===== src/design/mms_pkg.sv =====
// mms_pkg: shared types, codes and constants of the motor move supervisor
// no dependencies; used by mms_step and motor_move_supervisor_core

package mms_pkg;

    localparam int unsigned DataW   = 16;
    localparam int unsigned MarginW = 4;
    localparam int unsigned DirW    = 2;
    localparam int unsigned SpeedW  = 8;
    localparam int unsigned StatusW = 3;
    localparam int unsigned CfgIdxW = 3;

    // operation codes of an input transaction
    typedef enum logic {
        OP_START = 1'b0,
        OP_TICK  = 1'b1
    } t_op;

    // drive direction codes
    localparam logic [DirW-1:0] DIR_FWD  = 2'd1;
    localparam logic [DirW-1:0] DIR_REV  = 2'd2;
    localparam logic [DirW-1:0] DIR_STOP = 2'd3;

    localparam logic [SpeedW-1:0] RUN_DUTY  = 8'd255;
    localparam logic [SpeedW-1:0] STOP_DUTY = 8'd0;

    typedef enum logic [StatusW-1:0] {
        ST_IDLE     = 3'd0,
        ST_RUN      = 3'd1,
        ST_ARRIVED  = 3'd2,
        ST_OC_FAULT = 3'd3,
        ST_TO_FAULT = 3'd4
    } t_status;

    // configuration register indexes
    typedef enum logic [CfgIdxW-1:0] {
        CFG_APPROACH_WINDOW   = 3'd0,
        CFG_OVERCURRENT_LIMIT = 3'd1,
        CFG_OVERCURRENT_TICKS = 3'd2,
        CFG_TIMEOUT_TICKS     = 3'd3,
        CFG_INITIAL_MARGIN    = 3'd4
    } t_cfg_idx;

    // configuration reset values
    localparam logic [DataW-1:0]   RST_APPROACH_WINDOW   = 16'd20;
    localparam logic [DataW-1:0]   RST_OVERCURRENT_LIMIT = 16'd51000;
    localparam logic [DataW-1:0]   RST_OVERCURRENT_TICKS = 16'd12000;
    localparam logic [DataW-1:0]   RST_TIMEOUT_TICKS     = 16'd20000;
    localparam logic [MarginW-1:0] RST_INITIAL_MARGIN    = 4'd10;

    // braking margin table: current above THR[i] gives margin i
    localparam int unsigned NumThr = 10;
    localparam logic [DataW-1:0] THR [NumThr] = '{
        16'd55000, 16'd50000, 16'd45000, 16'd40000, 16'd35000,
        16'd30000, 16'd25000, 16'd20000, 16'd15000, 16'd10000
    };
    localparam logic [DataW-1:0]   THR_LOW      = 16'd8500;
    localparam logic [MarginW-1:0] MARGIN_LOW   = 4'd10;
    localparam logic [MarginW-1:0] MARGIN_QUIET = 4'd15;

    typedef struct packed {
        logic [DataW-1:0]   approach_window;
        logic [DataW-1:0]   overcurrent_limit;
        logic [DataW-1:0]   overcurrent_ticks;
        logic [DataW-1:0]   timeout_ticks;
        logic [MarginW-1:0] initial_margin;
    } t_cfg;

    typedef struct packed {
        t_op              op;
        logic [DataW-1:0] target_pulses;
        logic [DirW-1:0]  direction;
        logic [DataW-1:0] encoder_count;
        logic [DataW-1:0] motor_current;
    } t_item;

    typedef struct packed {
        logic               moving;
        logic [DataW-1:0]   target;
        logic [DirW-1:0]    dir;
        logic [MarginW-1:0] margin;
        logic [DataW-1:0]   oc_cnt;
        logic [DataW-1:0]   tick_cnt;
    } t_state;

    typedef struct packed {
        logic [DirW-1:0]   motor_dir;
        logic [SpeedW-1:0] motor_speed;
        logic              clear_encoder;
        t_status           status;
    } t_result;

    // braking margin from a current sample; highest exceeded threshold wins
    function automatic logic [MarginW-1:0] margin_for(input logic [DataW-1:0] cur);
        logic [MarginW-1:0] m;
        m = MARGIN_QUIET;
        if (cur > THR_LOW) begin
            m = MARGIN_LOW;
        end
        for (int i = NumThr - 1; i >= 0; i--) begin
            if (cur > THR[i]) begin
                m = MarginW'(i);
            end
        end
        return m;
    endfunction

endpackage


===== src/design/mms_step.sv =====
// mms_step: one supervision step, next state and result from the current state
// depends on mms_pkg

module mms_step (
    input  mms_pkg::t_cfg    i_cfg,
    input  mms_pkg::t_state  i_state,
    input  mms_pkg::t_item   i_item,
    output mms_pkg::t_state  o_state,
    output mms_pkg::t_result o_result
);

    logic [mms_pkg::DataW-1:0]   remaining;
    logic [mms_pkg::MarginW-1:0] margin_new;
    logic                        oc_over;
    logic                        oc_fault;
    logic                        to_fault;
    logic                        arrived;
    logic                        drivable;

    // remaining distance clamped at zero
    assign remaining = (i_state.target > i_item.encoder_count) ?
                       (i_state.target - i_item.encoder_count) : '0;

    assign margin_new = (remaining < i_cfg.approach_window) ?
                        mms_pkg::margin_for(i_item.motor_current) : i_state.margin;

    assign oc_over  = i_item.motor_current > i_cfg.overcurrent_limit;
    assign oc_fault = oc_over && !(i_state.oc_cnt < i_cfg.overcurrent_ticks);
    assign to_fault = !(i_state.tick_cnt < i_cfg.timeout_ticks);
    assign arrived  = remaining <= {{(mms_pkg::DataW-mms_pkg::MarginW){1'b0}}, margin_new};
    assign drivable = (i_state.dir == mms_pkg::DIR_FWD) || (i_state.dir == mms_pkg::DIR_REV);

    always_comb begin
        o_state                = i_state;
        o_result.motor_dir     = mms_pkg::DIR_STOP;
        o_result.motor_speed   = mms_pkg::STOP_DUTY;
        o_result.clear_encoder = 1'b0;
        o_result.status        = mms_pkg::ST_IDLE;
        priority if (i_item.op == mms_pkg::OP_START) begin
            o_state.moving         = 1'b1;
            o_state.target         = i_item.target_pulses;
            o_state.dir            = i_item.direction;
            o_state.margin         = i_cfg.initial_margin;
            o_state.oc_cnt         = '0;
            o_state.tick_cnt       = '0;
            o_result.clear_encoder = 1'b1;
            o_result.status        = mms_pkg::ST_RUN;
        end else if (!i_state.moving) begin
            o_result.status = mms_pkg::ST_IDLE;
        end else begin
            o_state.margin = margin_new;
            priority if (oc_fault) begin
                o_state.moving  = 1'b0;
                o_result.status = mms_pkg::ST_OC_FAULT;
            end else begin
                o_state.oc_cnt = oc_over ? i_state.oc_cnt + 1'b1 : '0;
                priority if (to_fault) begin
                    o_state.tick_cnt = '0;
                    o_state.moving   = 1'b0;
                    o_result.status  = mms_pkg::ST_TO_FAULT;
                end else begin
                    o_state.tick_cnt = i_state.tick_cnt + 1'b1;
                    if (arrived) begin
                        o_state.moving  = 1'b0;
                        o_result.status = mms_pkg::ST_ARRIVED;
                    end else begin
                        o_result.status = mms_pkg::ST_RUN;
                        if (drivable) begin
                            o_result.motor_dir   = i_state.dir;
                            o_result.motor_speed = mms_pkg::RUN_DUTY;
                        end
                    end
                end
            end
        end
    end

endmodule


===== src/design/motor_move_supervisor_core.sv =====
// motor_move_supervisor_core: top level of the motor move supervisor
// depends on mms_pkg and mms_step
//
//  channel   | direction | handshake                 | payload
//  ----------+-----------+---------------------------+---------------------------------------
//  input     | in        | i_in_valid / o_in_ready   | op, target_pulses, direction,
//            |           |                           | encoder_count, motor_current
//  result    | out       | o_out_valid / i_out_ready | motor_dir, motor_speed, clear_encoder,
//            |           |                           | status
//  config    | in        | i_cfg_we (no wait)        | i_cfg_idx, i_cfg_wdata
//
// one transaction per cycle sustained while results are taken; a taken input transaction passes
// the input register, then the step logic into the result register
// the move state is updated at the same edge that loads the result register
// reset is synchronous, active low; clears move state, config and both valid bits
// a stalled result holds the result register; the input register still takes
// one more transaction, and input ready drops only when both stages are full

module motor_move_supervisor_core (
    input  logic                              i_clk,
    input  logic                              i_rst_n,
    // configuration write port
    input  logic                              i_cfg_we,
    input  logic [mms_pkg::CfgIdxW-1:0]       i_cfg_idx,
    input  logic [mms_pkg::DataW-1:0]         i_cfg_wdata,
    // input channel
    input  logic                              i_in_valid,
    output logic                              o_in_ready,
    input  logic                              i_op,
    input  logic [mms_pkg::DataW-1:0]         i_target_pulses,
    input  logic [mms_pkg::DirW-1:0]          i_direction,
    input  logic [mms_pkg::DataW-1:0]         i_encoder_count,
    input  logic [mms_pkg::DataW-1:0]         i_motor_current,
    // result channel
    output logic                              o_out_valid,
    input  logic                              i_out_ready,
    output logic [mms_pkg::DirW-1:0]          o_motor_dir,
    output logic [mms_pkg::SpeedW-1:0]        o_motor_speed,
    output logic                              o_clear_encoder,
    output logic [mms_pkg::StatusW-1:0]       o_status
);

    // configuration registers
    mms_pkg::t_cfg    r_cfg;

    // input register stage
    mms_pkg::t_item   r_in;
    logic             r_in_vld;

    // move state
    mms_pkg::t_state  r_st;
    mms_pkg::t_state  n_st;

    // result register stage
    mms_pkg::t_result r_res;
    mms_pkg::t_result n_res;
    logic             r_out_vld;

    logic             adv;       // input register moves into the result register
    logic             in_take;   // input transaction accepted

    // the input stage drains whenever the result register is empty or being taken
    assign adv        = r_in_vld && (!r_out_vld || i_out_ready);
    assign o_in_ready = !r_in_vld || adv;
    assign in_take    = i_in_valid && o_in_ready;

    // configuration writes, indexes beyond the list are ignored
    always_ff @(posedge i_clk) begin
        if (!i_rst_n) begin
            r_cfg.approach_window   <= mms_pkg::RST_APPROACH_WINDOW;
            r_cfg.overcurrent_limit <= mms_pkg::RST_OVERCURRENT_LIMIT;
            r_cfg.overcurrent_ticks <= mms_pkg::RST_OVERCURRENT_TICKS;
            r_cfg.timeout_ticks     <= mms_pkg::RST_TIMEOUT_TICKS;
            r_cfg.initial_margin    <= mms_pkg::RST_INITIAL_MARGIN;
        end else if (i_cfg_we) begin
            unique case (mms_pkg::t_cfg_idx'(i_cfg_idx))
                mms_pkg::CFG_APPROACH_WINDOW:   r_cfg.approach_window   <= i_cfg_wdata;
                mms_pkg::CFG_OVERCURRENT_LIMIT: r_cfg.overcurrent_limit <= i_cfg_wdata;
                mms_pkg::CFG_OVERCURRENT_TICKS: r_cfg.overcurrent_ticks <= i_cfg_wdata;
                mms_pkg::CFG_TIMEOUT_TICKS:     r_cfg.timeout_ticks     <= i_cfg_wdata;
                mms_pkg::CFG_INITIAL_MARGIN: begin
                    r_cfg.initial_margin <= i_cfg_wdata[mms_pkg::MarginW-1:0];
                end
                default: begin
                end
            endcase
        end
    end

    // input register: payload needs no reset
    always_ff @(posedge i_clk) begin
        if (!i_rst_n) begin
            r_in_vld <= 1'b0;
        end else if (in_take) begin
            r_in_vld <= 1'b1;
        end else if (adv) begin
            r_in_vld <= 1'b0;
        end
    end

    always_ff @(posedge i_clk) begin
        if (in_take) begin
            r_in.op            <= mms_pkg::t_op'(i_op);
            r_in.target_pulses <= i_target_pulses;
            r_in.direction     <= i_direction;
            r_in.encoder_count <= i_encoder_count;
            r_in.motor_current <= i_motor_current;
        end
    end

    // supervision step between the input register and the result register
    mms_step u_step (
        .i_cfg    (r_cfg),
        .i_state  (r_st),
        .i_item   (r_in),
        .o_state  (n_st),
        .o_result (n_res)
    );

    // move state advances with each transaction passing the step logic
    always_ff @(posedge i_clk) begin
        if (!i_rst_n) begin
            r_st.moving   <= 1'b0;
            r_st.target   <= '0;
            r_st.dir      <= mms_pkg::DIR_STOP;
            r_st.margin   <= mms_pkg::RST_INITIAL_MARGIN;
            r_st.oc_cnt   <= '0;
            r_st.tick_cnt <= '0;
        end else if (adv) begin
            r_st <= n_st;
        end
    end

    // result register
    always_ff @(posedge i_clk) begin
        if (!i_rst_n) begin
            r_out_vld <= 1'b0;
        end else if (adv) begin
            r_out_vld <= 1'b1;
        end else if (i_out_ready) begin
            r_out_vld <= 1'b0;
        end
    end

    always_ff @(posedge i_clk) begin
        if (adv) begin
            r_res <= n_res;
        end
    end

    assign o_out_valid     = r_out_vld;
    assign o_motor_dir     = r_res.motor_dir;
    assign o_motor_speed   = r_res.motor_speed;
    assign o_clear_encoder = r_res.clear_encoder;
    assign o_status        = r_res.status;

`ifndef ASSERT_OFF
    // a start transaction always leaves the block moving
    a_start_moves: assert property (@(posedge i_clk) disable iff (!i_rst_n)
        adv && (r_in.op == mms_pkg::OP_START) |=> r_st.moving)
        else $error("start transaction did not arm the move");

    // a tick while idle leaves the move state untouched
    a_idle_tick_stable: assert property (@(posedge i_clk) disable iff (!i_rst_n)
        adv && (r_in.op == mms_pkg::OP_TICK) && !r_st.moving |=> $stable(r_st))
        else $error("idle tick changed the move state");

    // encoder clear only comes with the running status of a start
    a_clear_on_start: assert property (@(posedge i_clk) disable iff (!i_rst_n)
        o_out_valid && o_clear_encoder |->
            (o_status == mms_pkg::ST_RUN) && (o_motor_dir == mms_pkg::DIR_STOP))
        else $error("encoder clear outside a start result");

    // drive duty only while running in a real direction
    a_drive_running: assert property (@(posedge i_clk) disable iff (!i_rst_n)
        o_out_valid && (o_motor_speed != mms_pkg::STOP_DUTY) |->
            (o_status == mms_pkg::ST_RUN) &&
            ((o_motor_dir == mms_pkg::DIR_FWD) || (o_motor_dir == mms_pkg::DIR_REV)))
        else $error("motor driven outside a running result");
`endif

endmodule

===== config.mk =====
export PLATFORM = sky130hd
export DESIGN_NAME = motor_move_supervisor_core
export DESIGN_NICKNAME = d
export VERILOG_FILES = /design/src/design/mms_pkg.sv /design/src/design/mms_step.sv /design/src/design/motor_move_supervisor_core.sv
export SDC_FILE = /design/constraint.sdc
export NUM_CORES = 1
export LEC_CHECK = 0
export ABC_AREA = 1
export BUFFER_PORTS_ARGS = -buffer_cell sky130_fd_sc_hd__clkbuf_2
export CAP_MARGIN = 15
export CORE_UTILIZATION = 38
export DETAILED_ROUTE_END_ITERATION = 10
export PLACE_DENSITY = 0.58
export SYNTH_ARGS = -nofsm -noshare
export SYNTH_HDL_FRONTEND = slang
export SYNTH_SLANG_ARGS = --single-unit

===== constraint.sdc =====
create_clock -name i_clk -period 5.47 [get_ports i_clk]
set_input_delay 0.547 -clock i_clk [delete_from_list [all_inputs] [get_ports i_clk]]
set_output_delay 0.547 -clock i_clk [all_outputs]
set_load 0.01 [all_outputs]

==> summary.md, run 1 <==
| Metric | Value |
|---|---|
| Post-synth top area share | 24.3% |
| Num CTS Buffers | 17 |
| Hold Buf Count CTS | 0 |
| Hold Path Origin | i_encoder_count[10] |
| Cell Count, Final, Fillers Out | 1759 |
| TritonCTS clock tree | yes |
| Largest cells by area after synthesis | dfxtp_1 (24%), edfxtp_1 (17%), ha_1 (10%) |
| R2R Path Start | r_st[38]$_SDFFE_PN0P_ |
| Crit path max fanout | 8 |
| FF-to-FF End | o_motor_dir[1]$_SDFFCE_PP1P_ |
| Final setup violation count | 0 |
| Mean Syn Cell Area | ~7.7 um2 |
| Worst min path class | input pin to flop |
| Clock sink count | 183 |
| Worst hold path cell count | 1 |
| Slowest-stage cell, CP | a2111oi_0 |
| Io pins | 91 |
| PortBufs | 90 |
| Crit path launch type | flop |
| Seq/Total Area, Yosys | 41.2% |
| Worst Setup End Kind | flop |
| Pre-CTS WS | about 640 ps |
| Top post-synthesis cells by count | nand2_1 (209), inv_1 (181), nor2_1 (170), a21oi_1 (133), o21ai_0 (127) |
| Most common cell in the netlist | nand2_1 |
| # diodes | 0 |
| Slew Viols, Final | 0 |
| Max Cap Viol | 0 |
| Routed via count | 8841 |
| Unique masters post-synth | 52 |
| Nets | 1570 |
| Via density | 5.03 |
| Crit path time final | 4910 ps |
| Final period util | 89.8% |
| CP Buf/Inv Count | 5 |
| Vias in the first global route | around 8200 |
| Antenna viol nets, final | 0 |
| Post-route worst setup slack | 557 ps |
| Post-synthesis instance total | about 1300 |
| Core area | 26400 um2 |
| Inst Count DP | 1727 |
| Initial core utilization | 39.1% |
| Fin util | between 40% and 50% |
| Outcome | completed |
| Clk_lat worst skew | between 400 and 500 ps |
| Syn_nets | 1505 |
| Clock Skew | 20.7 ps |
| Worst-case reg-to-reg path depth | 32 |
| Die Span X | 167 um |
| Drt initial violations | 651 |
| Setup TNS | 0 ps |
| Clock tree root driver cell | clkbuf_16 |
| Pleak | approximately 5.1 nW |
| Largest net degree at the start of global routing | 114 |
| Most area-hungry cell type in the Yosys netlist | dfxtp_1 |
| Die area | 27800 um2 |
| Drt wl/cell | 15.0 um |
| Worst relative slew slack | 26.6% |
| RSZ-0062 raised after global routing | no |
| R2R setup slack | 560 ps |
| Initial antenna violation count | 0 |
| FFs w/ async S/R, synth | 0% |
| Area growth syn-to-layout | 12.5% |
| RD Place Congestion | 0.859 |
| Mapped Area | 10300 um2 |
| Fmax achieved | 204 MHz |
| CP delay by family, top | simple AND/OR/NAND/NOR gates |
| Top_reg_cell synth | dfxtp_1 |
| Share of post-route cells with drive strength above 1 | 11.0% |
| Crit Path Class | flop to flop |
| Largest stage delay, worst path | about 570 ps |
| DRT Wirelength | 26.5 mm |
| Post-CTS Setup Bufs | 0 |
| GRT Util Overall | 19.5% |
| Pwr/cell area | 285 nW/um2 |
| Hpwl dp | 19.4 mm |
| WHS Endpoint | r_in[26]$_DFFE_PP_ |
| CP required | 5650 ps |
| Flops & latches, synth | between 150 and 200 |
| Pre-antenna DRT Iters | 5 |
| Fin. Hold Viols | 0 |
| # DRC | 0 |
| Cts repair resizes | 0 |
| Maximum root-to-sink buffer count | 2 |
| Worst hold slack | 275 ps |
| Measured slew at the worst slew-check pin | between 1000 and 1500 ps |
| Cell mode on critical path | nand2_1 |
| Critical path arrival | just over 5000 ps |
| Clock slew at reported path FFs | 80 ps |
| Number of synthesis warnings | 0 |
| Die height | approximately 170 um |
| Std cell rows | a little under 60 |
| Global-route wire length before repair | 42.7 mm |
| Worst vdd ir | 190 uV |
| H-Tree Depth | 4 |
| GRT Residual Overflow | 0 |
| EDFF count, synth | 58 |
-- layer usage --
layer  global-route usage [%]  wire length, um  up-vias
li1                         -                -     4642
met1                     25.3            12700     3966
met2                     33.0            12300      199
met3                     3.16             1020       34
met4                     5.92              484        0
met5                        0                0        -
-- cells by family (layout without fill, tap and decap cells) --
kind of cell / count (synthesis) / in the layout / synth area share, %
buffers and inverters: 234 / 312 / 8.97
and+or+nand+nor: 512 / 512 / 21.5
xor gates and xnor gates: 16 / 16 / 1.36
adders and majority gates: 84 / 84 / 10.3
AOI/OAI and AO/OA: 317 / 317 / 16.7
DFF: 183 / 183 / 41.2
-- report_power, final --
group | switching (mW) | total, mW | internal (mW)
Combinational | 0.324 | 0.499 | 0.174
Sequential | 0.0519 | 1.52 | 1.47
Clock | 0.599 | 1.28 | 0.682
-- worst max path at each step --
stage / depth (start not counted) / start / to
6_report: 32 / r_st[38]$_SDFFE_PN0P_ / o_motor_dir[1]$_SDFFCE_PP1P_
5_1_grt: 32 / r_st[38]$_SDFFE_PN0P_ / o_motor_dir[1]$_SDFFCE_PP1P_
2_1_floorplan: 32 / r_st[38]$_SDFFE_PN0P_ / o_motor_dir[0]$_SDFFCE_PP1P_
3_5_place_dp: 32 / r_st[38]$_SDFFE_PN0P_ / o_motor_dir[1]$_SDFFCE_PP1P_
4_1_cts: 32 / r_st[38]$_SDFFE_PN0P_ / o_motor_dir[1]$_SDFFCE_PP1P_
3_3_place_gp: 32 / r_st[38]$_SDFFE_PN0P_ / o_motor_dir[1]$_SDFFCE_PP1P_
-- stage by stage --
step	area [um2]	power [mW]
after detailed placement	11000	2.05
after CTS	11600	3.34
final	11600	3.30
after global routing	11600	3.47
after global placement	11000	2.04
after floorplan	10300	1.90
-- sequential cells by signal (all words and copies together) (netlist names) --
register	flops
o_status	3
o_out_valid	1
r_st	55
o_motor_dir	2
r_cfg	68
r_in	51
r_in_vld	1
o_motor_speed	1
o_clear_encoder	1
-- area by class of cell --
cell class	instances	area (um2)
Fill cell	2596	14800
Clock buffer	19	454
Tap cell	335	419
Sequential cell	183	4240
Clock inverter	13	155
Multi-Input combinational cell	929	5140
Inverter	184	693
Timing Repair Buffer	96	495
-- cells in the final DEF, fill, tap and decap left out, types with 3 or more instances in the layout --
| master | n |
|---|---|
| a211oi_1 | 6 |
| a21oi_1 | 133 |
| a31oi_1 | 4 |
| buf_4 | 6 |
| clkbuf_16 | 18 |
| clkbuf_2 | 89 |
| dfxtp_1 | 125 |
| edfxtp_1 | 58 |
| ha_1 | 83 |
| inv_1 | 180 |
| inv_2 | 3 |
| inv_4 | 3 |
| inv_6 | 3 |
| inv_8 | 4 |
| nand2_1 | 209 |
| nand2_2 | 8 |
| nand2_4 | 3 |
| nand3_1 | 50 |
| nand4_1 | 21 |
| nor2_1 | 170 |
| nor2_2 | 4 |
| nor3_1 | 31 |
| nor4_1 | 6 |
| o211ai_1 | 22 |
| o21ai_0 | 127 |
| o21ai_1 | 5 |
| o31ai_1 | 3 |
| xnor2_1 | 6 |
| xor2_1 | 10 |
(Power assumes the default switching activity.)
==> run 2, diff against run 1 <==
Settings changed: RECOVER_POWER set to 100.
==> run 2 against run 1 <==
Compared with the run above: the run now ends with max-capacitance violations, max-slew violations left; hold slack improved by 1.7 ps; critical path depth unchanged; power about the same; non-clock buffer count unchanged; maximum frequency decreased by 0.13%; wire length increased by 0.11%; highest routed layer unchanged.
==> summary.md, run 2 (synthesis gave the netlist of run 1 again) <==
| Metric | Value |
|---|---|
| Cell mode on critical path | nand2_1 (unchanged) |
| Top flop regs | r_cfg (68), r_st (55), r_in (51) (unchanged) |
| Setup TNS | 0 ps (unchanged) |
| Drt wl/cell | 15.1 um (was 15.0 um) |
| Hold Buf Count CTS | 0 (unchanged) |
| Drt initial violations | 679 (was 651) |
| Clock tree root driver cell | clkbuf_16 (unchanged) |
| DRT Wirelength | 26.5 mm (about the same) |
| PortBufs | 90 (unchanged) |
| Final setup violation count | 0 (unchanged) |
| Maximum root-to-sink buffer count | 2 (unchanged) |
| Global-route wire length before repair | 42.7 mm (unchanged) |
| FF-to-FF End | o_motor_dir[1]$_SDFFCE_PP1P_ (unchanged) |
| Cts repair resizes | 0 (unchanged) |
| Area growth syn-to-layout | 12.0% (was 12.5%) |
| GRT Residual Overflow | 0 (unchanged) |
| Pwr/cell area | 286 nW/um2 (was 285 nW/um2) |
| Core area | 26400 um2 (unchanged) |
| Pre-antenna DRT Iters | 5 (unchanged) |
| CP delay by family, top | simple AND/OR/NAND/NOR gates (unchanged) |
| Outcome | finished with violations (was completed) |
| Worst hold slack | 277 ps (was 275 ps) |
| Worst-case reg-to-reg path depth | 32 (unchanged) |
| Antenna viol nets, final | 0 (unchanged) |
| Clock slew at reported path FFs | 80 ps (about the same) |
| Io pins | 91 (unchanged) |
| Via density | 5.03 (about the same) |
| # diodes | 0 (unchanged) |
| # DRC | 0 (unchanged) |
| Die Span X | 167 um (unchanged) |
| Slowest-stage cell, CP | a2111oi_0 (unchanged) |
| H-Tree Depth | 4 (unchanged) |
| RD Place Congestion | 0.859 (unchanged) |
| Final instance area | 11500 um2 (was 11600 um2) |
| Std cell rows | 59 (unchanged) |
| Failing checks | max-capacitance violations, max-slew violations |
| Post-CTS Setup Bufs | 0 (unchanged) |
| Fin. Hold Viols | 0 (unchanged) |
| Placed Area | 11000 um2 (unchanged) |
| CP Buf/Inv Count | 5 (unchanged) |
| Worst relative slew slack | -212% (was 26.6%) |
| GRT Util Overall | 19.5% (unchanged) |
| Crit path time final | 4920 ps (was 4910 ps) |
| Fmax achieved | 203 MHz (was 204 MHz) |
| Crit path launch type | flop (unchanged) |
| Pre-CTS WS | 640 ps (unchanged) |
| Crit path max fanout | 8 (unchanged) |
| RSZ-0062 raised after global routing | no (unchanged) |
| Vias in the first global route | 8226 (unchanged) |
| Initial core utilization | 39.1% (unchanged) |
| Most frequent cells in the layout | nand2_1 (210), inv_1 (181), nor2_1 (170) (was nand2_1 (209), inv_1 (180), nor2_1 (170)) |
| Largest stage delay, worst path | 570 ps (about the same) |
| Worst vdd ir | 189 uV (was 190 uV) |
| R2R Path Start | r_st[38]$_SDFFE_PN0P_ (unchanged) |
| Critical path arrival | 5090 ps (about the same) |
| Die height | 167 um (unchanged) |
| Worst min path class | input pin to flop (unchanged) |
| Cell depth of the worst setup path | 32 (unchanged) |
| Initial antenna violation count | 0 (unchanged) |
| Num CTS Buffers | 17 (unchanged) |
| Largest net degree at the start of global routing | 114 (unchanged) |
| CP required | 5640 ps (was 5650 ps) |
| Clock sink count | 183 (unchanged) |
| Max Cap Viol | 2 (was 0) |
| CP Capture Point | o_motor_dir[1]$_SDFFCE_PP1P_ (unchanged) |
| Clk_lat worst skew | 440 ps (about the same) |
| CP startpoint | r_st[38]$_SDFFE_PN0P_ (unchanged) |
| Nets | 1570 (unchanged) |
| Fillers | 2615 (was 2596) |
| Hpwl dp | 19.4 mm (unchanged) |
| Worst Setup End Kind | flop (unchanged) |
| R2R setup slack | 550 ps (was 560 ps) |
| Commonest non-fill, non-tap cell in the layout | nand2_1 (unchanged) |
| Measured slew at the worst slew-check pin | 4680 ps (was 1100 ps) |
| Die area | 27800 um2 (unchanged) |
| Pleak | 5.05 nW (was 5.14 nW) |
| Routed via count | 8853 (was 8841) |
| Post-route worst setup slack | 551 ps (was 557 ps) |
| Top reg by flops | r_cfg (unchanged) |
| Clock Skew | 18.7 ps (was 20.7 ps) |
| Final period util | 89.9% (was 89.8%) |
| Share of post-route cells with drive strength above 1 | 9.13% (was 11.0%) |
| Slew Viols, Final | 166 (was 0) |
| TritonCTS clock tree | yes (unchanged) |
| Largest register FFs | 68 (unchanged) |
| Crit Path Class | flop to flop (unchanged) |
## run 2: how the worst min path moves through the flow
stage                                from  cells after the start  slack [ps]               endpoint
floorplan           r_cfg[4]$_SDFFE_PN0P_                      2         420  r_cfg[4]$_SDFFE_PN0P_
global placement       r_in[33]$_DFFE_PP_                      2         450  r_st[37]$_SDFFE_PN1P_
detailed placement  r_st[38]$_SDFFE_PN0P_                      2         450  r_st[38]$_SDFFE_PN0P_
CTS                   i_encoder_count[10]                      1         260     r_in[26]$_DFFE_PP_
global route           i_encoder_count[8]                      1         250     r_in[24]$_DFFE_PP_
finish                i_encoder_count[10]                      1         280     r_in[26]$_DFFE_PP_
## run 2: through the flow
stage / instances / util (%) / total power [mW]
2_1_floorplan: 1346 / - / 1.90
5_1_grt: 1759 / 43.8 / 3.47
3_5_place_dp: 1727 / 41.7 / 2.05
6_report: 1759 / 43.8 / 3.30
3_3_place_gp: 1727 / 41.7 / 2.04
4_1_cts: 1759 / 44.0 / 3.34
## run 2: layer usage
layer	vias to the layer above	global-route usage, %	share of wire (%)
met4	0	5.92	1.9
met5	-	0	0
met1	3982	25.3	48
li1	4640	-	-
met2	198	33.0	46
met3	33	3.16	3.8
## run 2: layout make-up
cell class / count / area [um2] / share of cell area, %
multi-input cells: 929 / 5120 / 44.4
flip-flops and latches: 183 / 4240 / 36.8
inverters: 184 / 693 / 6.00
repair buffers: 96 / 457 / 3.96
clock buffers: 19 / 454 / 3.93
well taps: 335 / 419 / 3.63
clock inverters: 13 / 155 / 1.34
## run 2: worst register-to-register path, delay by kind of cell (launching register included)
| kind | cells | cell delay (ps) |
|---|---|---|
| AND/OR/NAND/NOR | 18 | 1680 |
| adder cells (fa/ha/maj) | 4 | 1190 |
| flip-flops | 1 | 300 |
| buffers and inverters | 5 | 360 |
| AO/OA/AOI/OAI | 5 | 1150 |
## run 2: where the power goes
group | internal [mW] | switching [mW] | total (mW)
registers | 1.47 | 0.0518 | 1.52
clock network | 0.682 | 0.597 | 1.28
logic | 0.175 | 0.322 | 0.497
